<file path="src/rtl/tsf_pkg.sv">
// ----------------------------------------------------------------------------
// tsf_pkg: shared types and helpers for the triangle shape function block
// Holds the controller/datapath command and status structs, the state and
// multiplier operation codes, and the natural derivative table.
// ----------------------------------------------------------------------------
`default_nettype none

package tsf_pkg;

  // default build values
  localparam int DEF_MAX_NODES = 6;
  localparam int DEF_FRAC_BITS = 16;

  // field widths fixed by the interface
  localparam int NODE_W  = 3;
  localparam int COORD_W = 32;
  localparam int NAT_W   = 18;
  localparam int SHAPE_W = 18;
  localparam int DER_W   = 32;
  localparam int DET_W   = 64;

  // request kinds
  localparam logic REQ_LOAD = 1'b0;
  localparam logic REQ_EVAL = 1'b1;

  // element kinds
  localparam logic KIND_LINEAR = 1'b0;
  localparam logic KIND_QUAD   = 1'b1;

  // last node number per element kind
  localparam logic [NODE_W-1:0] LAST_NODE_LIN  = 3'd2;
  localparam logic [NODE_W-1:0] LAST_NODE_QUAD = 3'd5;

  // controller states
  typedef enum logic [2:0] {
    ST_IDLE,
    ST_JAC,
    ST_GMAKE,
    ST_DET,
    ST_NODE,
    ST_DIV,
    ST_EMIT
  } state_t;

  // shared multiplier operations
  typedef enum logic [3:0] {
    MOP_NONE,
    MOP_J_D0X,
    MOP_J_D0Y,
    MOP_J_D1X,
    MOP_J_D1Y,
    MOP_DET_A,
    MOP_DET_B,
    MOP_SHAPE,
    MOP_NX_A,
    MOP_NX_B,
    MOP_NY_A,
    MOP_NY_B
  } mop_t;

  // controller to datapath
  typedef struct packed {
    logic              load;
    logic              capture;
    mop_t              mop;
    logic [NODE_W-1:0] node;
    logic              make_g;
    logic              div_start;
    logic              emit;
    logic              last;
  } cmd_t;

  // datapath to controller
  typedef struct packed {
    logic div_done;
    logic kind;
  } stat_t;

  // natural derivatives of one node
  typedef struct packed {
    logic signed [31:0] d0;
    logic signed [31:0] d1;
  } deriv_t;

  // derivatives along xi and eta of the shape function of a node
  function automatic deriv_t nat_deriv(input logic kind,
                                       input logic [NODE_W-1:0] node,
                                       input logic signed [31:0] xi,
                                       input logic signed [31:0] eta,
                                       input logic signed [31:0] l3,
                                       input logic signed [31:0] one);
    deriv_t r;
    r.d0 = '0;
    r.d1 = '0;
    if (kind == KIND_QUAD) begin
      unique case (node)
        3'd0: begin r.d0 = (xi <<< 2) - one; end
        3'd1: begin r.d1 = (eta <<< 2) - one; end
        3'd2: begin
          r.d0 = one - (l3 <<< 2);
          r.d1 = one - (l3 <<< 2);
        end
        3'd3: begin
          r.d0 = eta <<< 2;
          r.d1 = xi <<< 2;
        end
        3'd4: begin
          r.d0 = -(eta <<< 2);
          r.d1 = (one - xi - (eta <<< 1)) <<< 2;
        end
        3'd5: begin
          r.d0 = (one - (xi <<< 1) - eta) <<< 2;
          r.d1 = -(xi <<< 2);
        end
        default: ;
      endcase
    end else begin
      unique case (node)
        3'd0: begin r.d0 = one; end
        3'd1: begin r.d1 = one; end
        3'd2: begin
          r.d0 = -one;
          r.d1 = -one;
        end
        default: ;
      endcase
    end
    return r;
  endfunction

endpackage

`default_nettype wire

</file>
<file path="src/rtl/tsf_ctrl.sv">
// ----------------------------------------------------------------------------
// tsf_ctrl: sequencer of the triangle shape function block
// Steps the datapath through Jacobian accumulation, determinant, and per node
// shape product, adjugate numerators, division and result emission.
// ----------------------------------------------------------------------------
`default_nettype none

module tsf_ctrl (
  input  wire            clk,
  input  wire            rst_n,
  input  wire            start,
  input  wire            req_type,
  input  tsf_pkg::stat_t stat,
  output logic           busy,
  output tsf_pkg::cmd_t  cmd
);
  import tsf_pkg::*;

  state_t      state_r, state_nxt;
  logic [2:0]  step_r, step_nxt;
  logic [NODE_W-1:0] node_r, node_nxt;
  logic [NODE_W-1:0] last_node;

  assign last_node = (stat.kind == KIND_QUAD) ? LAST_NODE_QUAD : LAST_NODE_LIN;
  assign busy      = (state_r != ST_IDLE);

  // state registers
  always_ff @(posedge clk) begin
    if (!rst_n) begin
      state_r <= ST_IDLE;
      step_r  <= '0;
      node_r  <= '0;
    end else begin
      state_r <= state_nxt;
      step_r  <= step_nxt;
      node_r  <= node_nxt;
    end
  end

  // next state
  always_comb begin
    state_nxt = state_r;
    step_nxt  = step_r + 3'd1;
    node_nxt  = node_r;
    unique case (state_r)
      ST_IDLE: begin
        step_nxt = '0;
        node_nxt = '0;
        if (start && req_type == REQ_EVAL) state_nxt = ST_JAC;
      end
      ST_JAC: begin
        if (step_r[1:0] == 2'd3) begin
          step_nxt = '0;
          if (node_r == last_node) begin
            node_nxt  = '0;
            state_nxt = ST_GMAKE;
          end else begin
            node_nxt = node_r + 3'd1;
          end
        end
      end
      ST_GMAKE: begin
        if (step_r[0]) begin
          step_nxt  = '0;
          state_nxt = ST_DET;
        end
      end
      ST_DET: begin
        if (step_r == 3'd2) begin
          step_nxt  = '0;
          state_nxt = ST_NODE;
        end
      end
      ST_NODE: begin
        if (step_r == 3'd6) begin
          step_nxt  = '0;
          state_nxt = ST_DIV;
        end
      end
      ST_DIV: begin
        step_nxt = '0;
        if (stat.div_done) state_nxt = ST_EMIT;
      end
      ST_EMIT: begin
        step_nxt = '0;
        if (node_r == last_node) begin
          state_nxt = ST_IDLE;
        end else begin
          node_nxt  = node_r + 3'd1;
          state_nxt = ST_NODE;
        end
      end
      default: begin
        state_nxt = ST_IDLE;
        step_nxt  = '0;
      end
    endcase
  end

  // datapath commands
  always_comb begin
    cmd      = '0;
    cmd.mop  = MOP_NONE;
    cmd.node = node_r;
    cmd.last = (node_r == last_node);
    unique case (state_r)
      ST_IDLE: begin
        cmd.load    = start && (req_type == REQ_LOAD);
        cmd.capture = start && (req_type == REQ_EVAL);
      end
      ST_JAC: begin
        unique case (step_r[1:0])
          2'd0:    cmd.mop = MOP_J_D0X;
          2'd1:    cmd.mop = MOP_J_D0Y;
          2'd2:    cmd.mop = MOP_J_D1X;
          default: cmd.mop = MOP_J_D1Y;
        endcase
      end
      ST_GMAKE: cmd.make_g = step_r[0];
      ST_DET: begin
        if (step_r == 3'd0)      cmd.mop = MOP_DET_A;
        else if (step_r == 3'd1) cmd.mop = MOP_DET_B;
      end
      ST_NODE: begin
        unique case (step_r)
          3'd0:    cmd.mop = MOP_SHAPE;
          3'd1:    cmd.mop = MOP_NX_A;
          3'd2:    cmd.mop = MOP_NX_B;
          3'd3:    cmd.mop = MOP_NY_A;
          3'd4:    cmd.mop = MOP_NY_B;
          3'd6:    cmd.div_start = 1'b1;
          default: ;
        endcase
      end
      ST_EMIT: cmd.emit = 1'b1;
      default: ;
    endcase
  end

  // checks
  a_eval_enters_jac: assert property (@(posedge clk) disable iff (!rst_n)
    (state_r == ST_IDLE && start && req_type == REQ_EVAL) |=> state_r == ST_JAC)
    else $error("evaluate request did not start the jacobian pass");

  a_last_returns_idle: assert property (@(posedge clk) disable iff (!rst_n)
    (state_r == ST_EMIT && cmd.last) |=> state_r == ST_IDLE)
    else $error("final node result did not end the evaluation");

  a_div_start_waits: assert property (@(posedge clk) disable iff (!rst_n)
    cmd.div_start |=> state_r == ST_DIV)
    else $error("divider start not followed by divide wait");

  a_node_in_range: assert property (@(posedge clk) disable iff (!rst_n)
    (state_r != ST_IDLE) |-> node_r <= last_node)
    else $error("node counter past last node");

endmodule

`default_nettype wire

</file>
<file path="config.mk">
export PLATFORM = sky130hd
export DESIGN_NAME = tsf_ctrl
export DESIGN_NICKNAME = d
export VERILOG_FILES = /design/src/rtl/tsf_pkg.sv /design/src/rtl/tsf_ctrl.sv
export SDC_FILE = /design/constraint.sdc
export NUM_CORES = 1
export LEC_CHECK = 0
export ABC_CLOCK_PERIOD_IN_PS = 1600
export BUFFER_PORTS_ARGS = -buffer_cell sky130_fd_sc_hd__clkbuf_2
export CELL_PAD_IN_SITES_DETAIL_PLACEMENT = 1
export CELL_PAD_IN_SITES_GLOBAL_PLACEMENT = 2
export CORE_MARGIN = 5
export CORE_UTILIZATION = 26
export CTS_CLUSTER_DIAMETER = 200
export DETAILED_ROUTE_END_ITERATION = 10
export PLACE_DENSITY_LB_ADDON = 0.1
export SKIP_CTS_REPAIR_TIMING = 1
export SYNTH_ARGS = -nofsm -noshare
export SYNTH_HDL_FRONTEND = slang
export SYNTH_SLANG_ARGS = --single-unit
</file>
<file path="constraint.sdc">
create_clock -name clk -period 1.6 [get_ports clk]
set_input_delay 0.16 -clock clk [delete_from_list [all_inputs] [get_ports clk]]
set_output_delay 0.16 -clock clk [all_outputs]
set_load 0.02 [all_outputs]
</file>
# ---- After elaboration in Yosys (flattened, before gate mapping)
# Index checks and enable logic that the tools add are counted.
dict set report classes {
  addsub 2
  n_reduce_logical 9
  n_bitwise 1
  n_eq_ne 23
  n_mux 29
}
# operator count
set ops {}
lappend ops {{two-way mux 3 bit} 18}
lappend ops {{case mux 3 bit (7 select lines)} 1}
lappend ops {{case mux 4 bit (5 select lines)} 1}
lappend ops {{case mux 3 bit (3 select lines)} 2}
lappend ops {{inequality test 2 bit, second input constant} 8}
lappend ops {{== test 3 bit, second input constant} 5}
lappend ops {{== test 3 x 2 -> 1 bit, second input constant} 4}
lappend ops {{case mux 3 bit (4 select lines)} 1}
lappend ops {{case mux 4 bit (3 select lines)} 1}
lappend ops {{AND reduction 7 bit} 1}
lappend ops {{adder 3 x 1 -> 3 bit, second input constant} 2}
lappend ops {{== test 3 x 1 -> 1 bit, second input constant} 2}
lappend ops {{zero test 3 bit} 2}
lappend ops {{nonzero test 3 bit} 2}
lappend ops {{== test 2 bit, second input constant} 2}
lappend ops {{two-way mux 1 bit} 4}
lappend ops {{== test 3 bit} 1}
lappend ops {{AND reduction 3 bit} 1}
lappend ops {{== test 2 x 1 -> 1 bit, second input constant} 1}
lappend ops {{logical AND 1 bit} 2}
lappend ops {{zero test 2 bit} 1}
lappend ops {{two-way mux 2 bit} 1}
lappend ops {{inverter 1 bit} 1}
dict set report totals {
  elab_cells 67
  register_bits 9
}

# ---- Logic depth before layout (Yosys ltp)
# Gate-level depths: netlist (run 1).
dict set report logic_depth {
  word_depth 5
  ltp_mapped 7
}

# ---- Worst setup path after synthesis (run 1)
# No wires, ideal clock.
dict set report synth_path {
  path_kind {register to register}
  from {register step_r[0]}
  to {register state_r[2]}
  t_arrival_ps 1495
  setup_slack_ps 9
  setup_ps 96
  period_less_slack_ps 1591
  stages_incl_launch_ff 8
  n_path_buf 0
  path_cell_list {dfxtp_1 -> inv_1 -> ha_1 -> and2b_1 -> mux2i_1 -> a2bb2oi_1 -> o211ai_2 -> o41ai_2}
}
dict set report synth_via {
  elab_chain_len 3
}
# element line
set synth_rtl {}
lappend synth_rtl {{from (decl)} tsf_ctrl.sv:20} ;# logic [2:0] step_r, step_nxt;
lappend synth_rtl {{from (signal assigned)} tsf_ctrl.sv:35} ;# step_r <= step_nxt;
lappend synth_rtl {{== test 3 bit, or another cell as far along} tsf_ctrl.sv:75} ;# if (step_r == 3'd6) begin
lappend synth_rtl {{inequality test 2 bit (no source line)} -}
lappend synth_rtl {{AND reduction 7 bit (no source line) *} -}
lappend synth_rtl {{to (signal assigned)} tsf_ctrl.sv:34} ;# state_r <= state_nxt;
lappend synth_rtl {{to (decl)} tsf_ctrl.sv:19} ;# state_t state_r, state_nxt;
# Mark *: on every way between the ends. The rest lies on a longest branch, timed or not.
# A chain may end at the register's enable or synchronous reset.

==> reports/results.ini, run 1 <==
[run_status]
outcome = finished with violations
violations = setup timing

[timing]
fin_crit_sh_pct = 108
setup_violations = 4
setup_ws_ns = -0.123
tightest_slew_ns = 0.281
max_freq_ghz = 0.580
skew_ns = 0.00900
maxSlewHeadroom_pct = 81.2
setup_tns_ns = -0.327
slew_viol_final = 0
hold_viol_final = 0
hold_ws_ns = 0.234
rsz0062_at_grt = true
period_minus_slack_ns = 1.72

[pwr]
cellPowerDensity_nw_per_um2 = 1220
power_mw = 1.63
ir_drop_v = 0.000529
leakage_nw = 0.606

[place]
dpl.cell_count = 195
dpl_cell_area_um2 = 1140
dp_hpwl_um = 2330
gp_congestion = 0.737
numPortBuffers = 19
preCtsSetupSlack_ns = -0.0327

[logic_synthesis]
syn_area_um2 = 855
yosysWarnings = 0
synth.distinct_cells = 38
synthFlopType = dfxtp_1
ys_seq_elements = 9
async_reset_ff_share_pct = 0
yosysSeqAreaShare_pct = 21.1
syn_nets = 129
synth_area_per_cell_um2 = 7.37
syn-instance-count = 116
synth_edf_count = 0

[clock_network]
cts.sinks = 9
cts_buffer_depth = 2
path_clk_slew_ns = 0.07
cts_inserted_buffers = 3
htreeDepth = 1
clock-root-buffer = clkbuf_4
clk_latency_ns = 0.27
cts_tree = built

[grt]
grtUsageTotal_pct = 14.0
antenna_found_initial = 0
grt_start_max_net_pins = 14
grt_pass1_vias = 1020
grt_first_pass_wirelength_um = 4800
grt_overflow = 0

[floorplanning]
die_h_um = 67.3
die_x_um = 67.3
die-area_um2 = 4530
ios = 20
initial_utilization_pct = 27.5
rows = 20
fp.coreArea_um2 = 3100

[routing]
ant_nets = 0
dr.max_layer_used = met4
wl_met2_um = 1450
drt_iter0_drc = 27
drt_first_pass_iters = 4
drt-wirelength-per-cell_um = 14.4
drt_wl_total_um = 2930
wl_met1_um = 1330
route.vias.total = 1017
dr_wl_met3_um = 122
vias_per_cell = 5.01
drt_drc_violations_left = 0

[critical_path]
slowest_delay_ns = 0.33
crit_arrival_ns = 1.56
path_class = reg -> out
cp_max_fo = 4
crit_slowest_cell = dfxtp_2
cp-end-kind = output port
path_cells = inv_2 > ha_4 > and2b_2 > o21ai_2 > a21oi_2 > a31o_2 > buf_6
worstPathRequired_ns = 1.44
critPathLaunchType = flip-flop
r2r_setup_slack_ns = 0.02

[final_layout]
final_cells = 203
postLayoutCoreUtil_pct = 43.3
antenna_cells = 0
area_delta_synth_final_pct = 57.1
final_nets = 173
drive_gt1_share_pct = 49.1
design_area_um2 = 1340

[hold_path]
hold_path.class = in -> reg

[job]
max_cap_viol_count = 0

-- final timing paths --
kind,startpoint,end,depth (start not counted)
max,step_r[0],cmd[7],7
min,rst_n,state_r[1],3
min reg2reg,node_r[2],node_r[2],2
max reg2reg,step_r[0],state_r[2],8
-- placed cells by master (no fill, tap or decap), types with 2 or more instances in the layout --
master	netlist	final
clkbuf_2	0	11
a21oi_1	4	3
dfxtp_2	0	3
and3_1	3	3
a2bb2oi_1	3	3
nor2b_1	3	3
nand2_1	12	11
dfxtp_1	9	2
buf_6	0	5
dfxtp_4	0	4
buf_2	2	5
and4_1	2	2
nand3_1	2	2
a31oi_1	3	2
a21o_1	2	2
o21ai_0	10	6
mux2i_1	3	3
o21ai_1	2	5
ha_4	0	4
ha_1	7	3
inv_1	8	5
and2b_2	0	2
buf_4	0	23
inv_2	0	2
nor2_1	14	13
clkbuf_4	0	3
o22ai_1	2	2
nor3_1	4	3
-- synthesized netlist by cell type (all sizes together), types with 4 or more instances --
master / number / share of area (%)
a21oi: 4 / 2.3
nor3: 4 / 2.3
dfxtp: 9 / 21
o21ai: 12 / 7.0
nand2: 12 / 5.3
ha: 7 / 10
inv: 8 / 3.5
nor2: 14 / 6.1
nor2b: 4 / 3.8
-- routing by layer --
layer  vias up  track usage (%)
met4         0             3.04
met1       494             16.7
met2        18             24.7
met3         4             3.83
li1        501                -
met5         -                0
-- layout make-up --
class / count / area [um^2]
clock buffer: 4 / 26.3
tap: 44 / 55.1
fill: 406 / 1760
sequential: 9 / 199
inverter: 8 / 32.5
multi-input combinational: 94 / 721
timing repair buffer: 44 / 309
-- worst max-delay path: cells and delay by family (launching register included) --
family          cells  cell delay (ns)
simple gates        1             0.22
buf+inv             2             0.18
compound gates      3             0.43
fa+ha+maj           1             0.15
flops               1             0.33
-- registers in the layout, indices dropped and copies added (netlist names) --
name and count:
node_r 3, step_r 3, state_r 3
-- where the power goes --
part           leakage, nW  internal (mW)  switching, mW
Sequential          0.0775          0.275         0.0783
Clock               0.0150         0.0965         0.0918
Combinational        0.513          0.532          0.561
Total                0.606          0.904          0.731
-- cells by family (layout without fill, tap and decap cells) --
kind of cell    after synthesis  count (layout)  synth area share, %
mux                           3               3                 3.51
buf+inv                      13              56                 6.00
xor+xnor                      1               1                 1.03
simple gates                 49              49                 30.7
fa+ha+maj                     7               7                 10.2
flops                         9               9                 21.1
compound gates               34              34                 27.4
No activity file was read; power rests on OpenSTA's default activity.
==> run 2, diff against run 1 <==
--- a/config.mk
+++ b/config.mk
@@ -14,6 +14,7 @@
 export CTS_CLUSTER_DIAMETER = 200
 export DETAILED_ROUTE_END_ITERATION = 10
 export PLACE_DENSITY_LB_ADDON = 0.1
+export RECOVER_POWER = 50
 export SKIP_CTS_REPAIR_TIMING = 1
 export SYNTH_ARGS = -nofsm -noshare
 export SYNTH_HDL_FRONTEND = slang
==> run 2 against run 1 <==
Compared with the run above:
- the run still ends with setup timing left
- critical path type unchanged
- register-to-register slack about the same
- first-iteration DRC count unchanged
- sequential power about the same
- highest routed layer unchanged
- sequential share of layout area down 0.052 points
- clock power about the same
==> reports/results.ini, run 2 (synthesized netlist as in run 1, its figures left out) <==
[final_layout]
nFillCells = 408
final_nets = 173
antenna_cells = 0
area_delta_synth_final_pct = 56.7
final_common_cell = buf_4
top_regs = node_r x3, state_r x3, step_r x3
multi_input_area_um2 = 721
regArea_um2 = 198
drive_gt1_share_pct = 47.2
layout_common_cells = buf_4 (23), nor2_1 (13), nand2_1 (11)
final_cells = 203

[floorplanning]
initial_utilization_pct = 27.5
fp.coreArea_um2 = 3100
rows = 20
die_h_um = 67.3
ios = 20
die-area_um2 = 4530
die_x_um = 67.3

[hold_path]
min_from = rst_n
hold_path.class = in -> reg

[timing]
slew_viol_final = 0
period_minus_slack_ns = 1.72
hold_viol_final = 0
tightest_slew_ns = 0.281
setup_violations = 4
maxSlewHeadroom_pct = 81.2
max_freq_ghz = 0.580
skew_ns = 0.00899
setup_ws_ns = -0.123
fin_crit_sh_pct = 108
rsz0062_at_grt = true

[pwr]
leakage_nw = 0.598
ir_drop_v = 0.000529
cellPowerDensity_nw_per_um2 = 1220

[grt]
grtUsageTotal_pct = 14.0
grt_start_max_net_pins = 14
grt_first_pass_wirelength_um = 4800
grt_pass1_vias = 1020
antenna_found_initial = 0
grt_overflow = 0

[routing]
drt_drc_violations_left = 0
route.vias.total = 1017
vias_per_cell = 5.01
drt_iter0_drc = 27
ant_nets = 0
drt-wirelength-per-cell_um = 14.4
drt_first_pass_iters = 4
drt_wl_total_um = 2920

[clock_network]
clk_latency_ns = 0.27
cts_inserted_buffers = 3
cts_tree = built
path_clk_slew_ns = 0.07
cts_buffer_depth = 2
cts.sinks = 9
clock-root-buffer = clkbuf_4
htreeDepth = 1

[critical_path]
reg2reg_to = state_r[2]
crit_family = compound AO/OA/AOI/OAI gates
rr_worst_depth = 8
cp-end-kind = output port
crit_slowest_cell = dfxtp_2
worstSetupStartpoint = step_r[0]
critPathLaunchType = flip-flop
worstPathRequired_ns = 1.44
cp_max_fo = 4
path_depth = 7
crit_buf_inv = 2
slowest_delay_ns = 0.33
r2r_setup_slack_ns = 0.02
regToRegStartpoint = step_r[0]
path_cells = inv_2 > ha_4 > and2b_2 > o21ai_2 > a21oi_2 > a31o_2 > buf_6
crit_arrival_ns = 1.56
path_class = reg -> out
endpoint = cmd[7]

[place]
dpl.cell_count = 195
gp_congestion = 0.737
numPortBuffers = 19
dp_hpwl_um = 2330
preCtsSetupSlack_ns = -0.0327

[job]
max_cap_viol_count = 0

[run_status]
outcome = finished with violations
violations = setup timing

[run 2: cell type report]
cell class / count / area share (%)
multi-input combinational: 94 / 53.8
tap: 44 / 4.11
sequential: 9 / 14.8
clock buffer: 4 / 1.96
timing repair buffer: 44 / 22.9
inverter: 8 / 2.43
[run 2: worst min path at each step]
stage | end | slack (ns) | depth (start not counted)
after CTS | state_r[1] | 0.25 | 3
final | state_r[1] | 0.23 | 3
after global placement | node_r[2] | 0.52 | 2
after floorplan | step_r[1] | 0.28 | 1
after detailed placement | step_r[1] | 0.53 | 2
after global routing | state_r[1] | 0.26 | 3
[run 2: where the power goes]
| group | internal, mW | switching [mW] |
|---|---|---|
| Sequential | 0.275 | 0.0783 |
| Combinational | 0.530 | 0.560 |
| Clock | 0.0965 | 0.0918 |
| Total | 0.901 | 0.730 |
[run 2: layer usage]
metal / track usage [%] / wire length (um)
met1: 16.7 / 1330
met2: 24.7 / 1450
met3: 3.83 / 121
met4: 3.04 / 21
met5: 0 / 0
[run 2: worst reg2reg max path: cells and delay by family, from the launching register on]
kind / cells / cell delay, ns
buffers and inverters: 2 / 0.18
and+or+nand+nor: 1 / 0.18
adders and majority gates: 1 / 0.13
AOI/OAI and AO/OA: 3 / 0.63
DFF: 1 / 0.32
muxes: 1 / 0.06
[run 2: metrics by stage]
step	setup TNS (ns)	hold WS (ns)	util [%]	instance area [um^2]	power, mW
2_1_floorplan	0	0.282	-	855	0.904
4_1_cts	-1.60	0.250	37.6	1170	1.46
5_1_grt	-0.883	0.257	43.1	1340	1.77
3_3_place_gp	-0.0453	0.518	36.8	1140	1.24
3_5_place_dp	-0.0660	0.531	36.8	1140	1.26
6_report	-0.327	0.234	43.1	1340	1.63
==> run 3, diff against run 2 <==
--- a/config.mk
+++ b/config.mk
@@ -5,14 +5,16 @@
 export SDC_FILE = /design/constraint.sdc
 export NUM_CORES = 1
 export LEC_CHECK = 0
+export ABC_AREA = 1
 export ABC_CLOCK_PERIOD_IN_PS = 1600
 export BUFFER_PORTS_ARGS = -buffer_cell sky130_fd_sc_hd__clkbuf_2
 export CELL_PAD_IN_SITES_DETAIL_PLACEMENT = 1
 export CELL_PAD_IN_SITES_GLOBAL_PLACEMENT = 2
 export CORE_MARGIN = 5
-export CORE_UTILIZATION = 26
+export CORE_UTILIZATION = 23
 export CTS_CLUSTER_DIAMETER = 200
 export DETAILED_ROUTE_END_ITERATION = 10
+export HOLD_SLACK_MARGIN = 0.05
 export PLACE_DENSITY_LB_ADDON = 0.1
 export RECOVER_POWER = 50
 export SKIP_CTS_REPAIR_TIMING = 1
==> run 3 against run 2 <==
Compared with the run above:
- the run now ends clean
- synthesized cell count is 25% higher
- sequential cell count stayed put
- setup slack gained 0.18 ns
- critical endpoint is now cmd[10]
- highest routed layer unchanged
==> reports/results.ini, run 3 <==
[run_status]
outcome = complete, no violations

[pwr]
leakage_nw = 0.582
p_seq_share_pct = 21.6
power_frac_comb_pct = 63.2
netSwitchingPower_uw = 901
ir_drop_v = 0.000500
cellPowerDensity_nw_per_um2 = 1500
clkPwrFrac_pct = 15.2
internal-power_uw = 886
switching_share_pct = 50.4

[clock_network]
cts_buffer_depth = 2
clk_latency_ns = 0.24
cts.sinks = 9
cts_inserted_buffers = 3
htreeDepth = 1
cts_tree = built
path_clk_slew_ns = 0.05
clock-root-buffer = clkbuf_8

[final_layout]
area_delta_synth_final_pct = 41.3
final_nets = 188
final_common_cell = nand2_1
top_regs = node_r x3, state_r x3, step_r x3
antenna_cells = 0
layout_common_cells = nand2_1 (46), inv_1 (15), nor2_1 (14)
drive_gt1_share_pct = 33.3

[floorplanning]
fp.coreArea_um2 = 3610
die-area_um2 = 4990
die_h_um = 70.6
initial_utilization_pct = 23.5
ios = 20
rows = 22
die_x_um = 70.6

[job]
max_cap_viol_count = 0

[logic_synthesis]
synth.distinct_cells = 21
synth_edf_count = 0
yosysSeqAreaShare_pct = 21.3
ys_seq_elements = 9
yosysMostFrequentCell = nand2_1
synthFlopType = dfxtp_1
synthTopCellsByCount = nand2_1 (48), inv_1 (20), nor2_1 (16)
async_reset_ff_share_pct = 0
syn_area_um2 = 846
yosysWarnings = 0
yosys-top-cells-area = dfxtp_1 (21%), nand2_1 (21%), ha_1 (10%), inv_1 (8.9%), nor2_1 (7.1%)
synth_area_per_cell_um2 = 5.83
synth_top_cell_area_share_pct = 21.3
syn-instance-count = 145
syn_nets = 158
synth_top_area_cell = dfxtp_1

[timing]
period_minus_slack_ns = 1.55
setup_ws_ns = 0.0539
hold_viol_final = 0
tightest_slew_ns = 0.254
max_freq_ghz = 0.647
maxSlewHeadroom_pct = 83.1
hold_ws_ns = 0.198
rsz0062_at_grt = true
setup_violations = 0
fin_crit_sh_pct = 96.6
skew_ns = 0.00309
slew_viol_final = 0

[routing]
drt_drc_violations_left = 0
ant_nets = 0
drt_iter0_drc = 65
drt_first_pass_iters = 4
drt_wl_total_um = 2750
route.vias.total = 992
drt-wirelength-per-cell_um = 12.4
vias_per_cell = 4.47

[place]
preCtsSetupSlack_ns = -0.00904
dp_hpwl_um = 2160
gp_congestion = 0.777
numPortBuffers = 19

[grt]
grtUsageTotal_pct = 11.6
grt_pass1_vias = 1006
antenna_found_initial = 0
grt_overflow = 0
grt_first_pass_wirelength_um = 4710
grt_start_max_net_pins = 10

[critical_path]
cp-end-kind = output port
worstPathRequired_ns = 1.44
path_class = reg -> out
crit_arrival_ns = 1.39
cp_max_fo = 5
critPathLaunchType = flip-flop

[hold_path]
hold_path.class = in -> reg

==> run 3: cell count changes after synthesis, sizes merged, moves of 4 or more <==
cell / change
nand3: +7
nor2: +8
inv: +15
nor2b: -4
nand2: +38
o21ai: -5
==> run 3: final cells by class <==
type / instances / area, um^2
well taps: 48 / 60.1
flip-flops and latches: 9 / 195
fillers: 482 / 2410
clock buffers: 4 / 45.0
repair buffers: 25 / 146
inverters: 24 / 97.6
multi-input cells: 112 / 651
==> run 3: cells by family (layout without fill, tap and decap cells) <==
logic type | count (synthesis) | after routing | synth area share, %
xor+xnor | 1 | 1 | 1.04
fa+ha+maj | 7 | 7 | 10.4
buf+inv | 24 | 53 | 10.7
flops | 9 | 9 | 21.3
compound gates | 20 | 20 | 13.2
simple gates | 84 | 84 | 43.5
==> run 3: power groups by stage <==
stage | clock network [mW] | registers (mW) | logic (mW)
floorplan | 0 | 0.353 | 0.695
global placement | 0 | 0.353 | 0.966
detailed placement | 0 | 0.356 | 0.981
CTS | 0.288 | 0.352 | 0.983
global route | 0.307 | 0.397 | 1.29
finish | 0.272 | 0.385 | 1.13
==> run 3: worst max-delay path: stages, from the launching register on <==
cell	delay (ns)
dfxtp_2	0.36
inv_4	0.06
ha_4	0.17
buf_4	0.14
o21ai_0	0.16
a31oi_1	0.10
clkbuf_2	0.16
==> run 3: layer usage <==
metal | track usage (%) | vias up | part of all wire (%)
met4 | 3.13 | 0 | 0.91
met2 | 19.3 | 11 | 50
li1 | - | 515 | -
met5 | 0 | - | 0
met1 | 14.3 | 462 | 45
met3 | 3.69 | 4 | 3.7
==> run 3: worst paths after layout <==
path                   from    endpoint  slack, ns  depth (start not counted)
hold / removal        rst_n  state_r[2]       0.20                          3
hold reg to reg   node_r[2]   node_r[2]       0.51                          2
setup reg to reg  step_r[0]  state_r[1]       0.13                          9
setup / recovery  step_r[0]     cmd[10]       0.05                          6
==> run 3: through the flow <==
step                      cell area [um^2]  setup TNS, ns  instances  power, mW  util [%]
after global routing                  1190        -0.0770        222       1.99      33.1
after global placement                1020              0        214       1.32      28.2
after CTS                             1060         -0.579        218       1.62      29.4
after detailed placement              1020       -0.00904        214       1.34      28.2
after floorplan                        846              0        145       1.05         -
final                                 1190              0        222       1.79      33.1
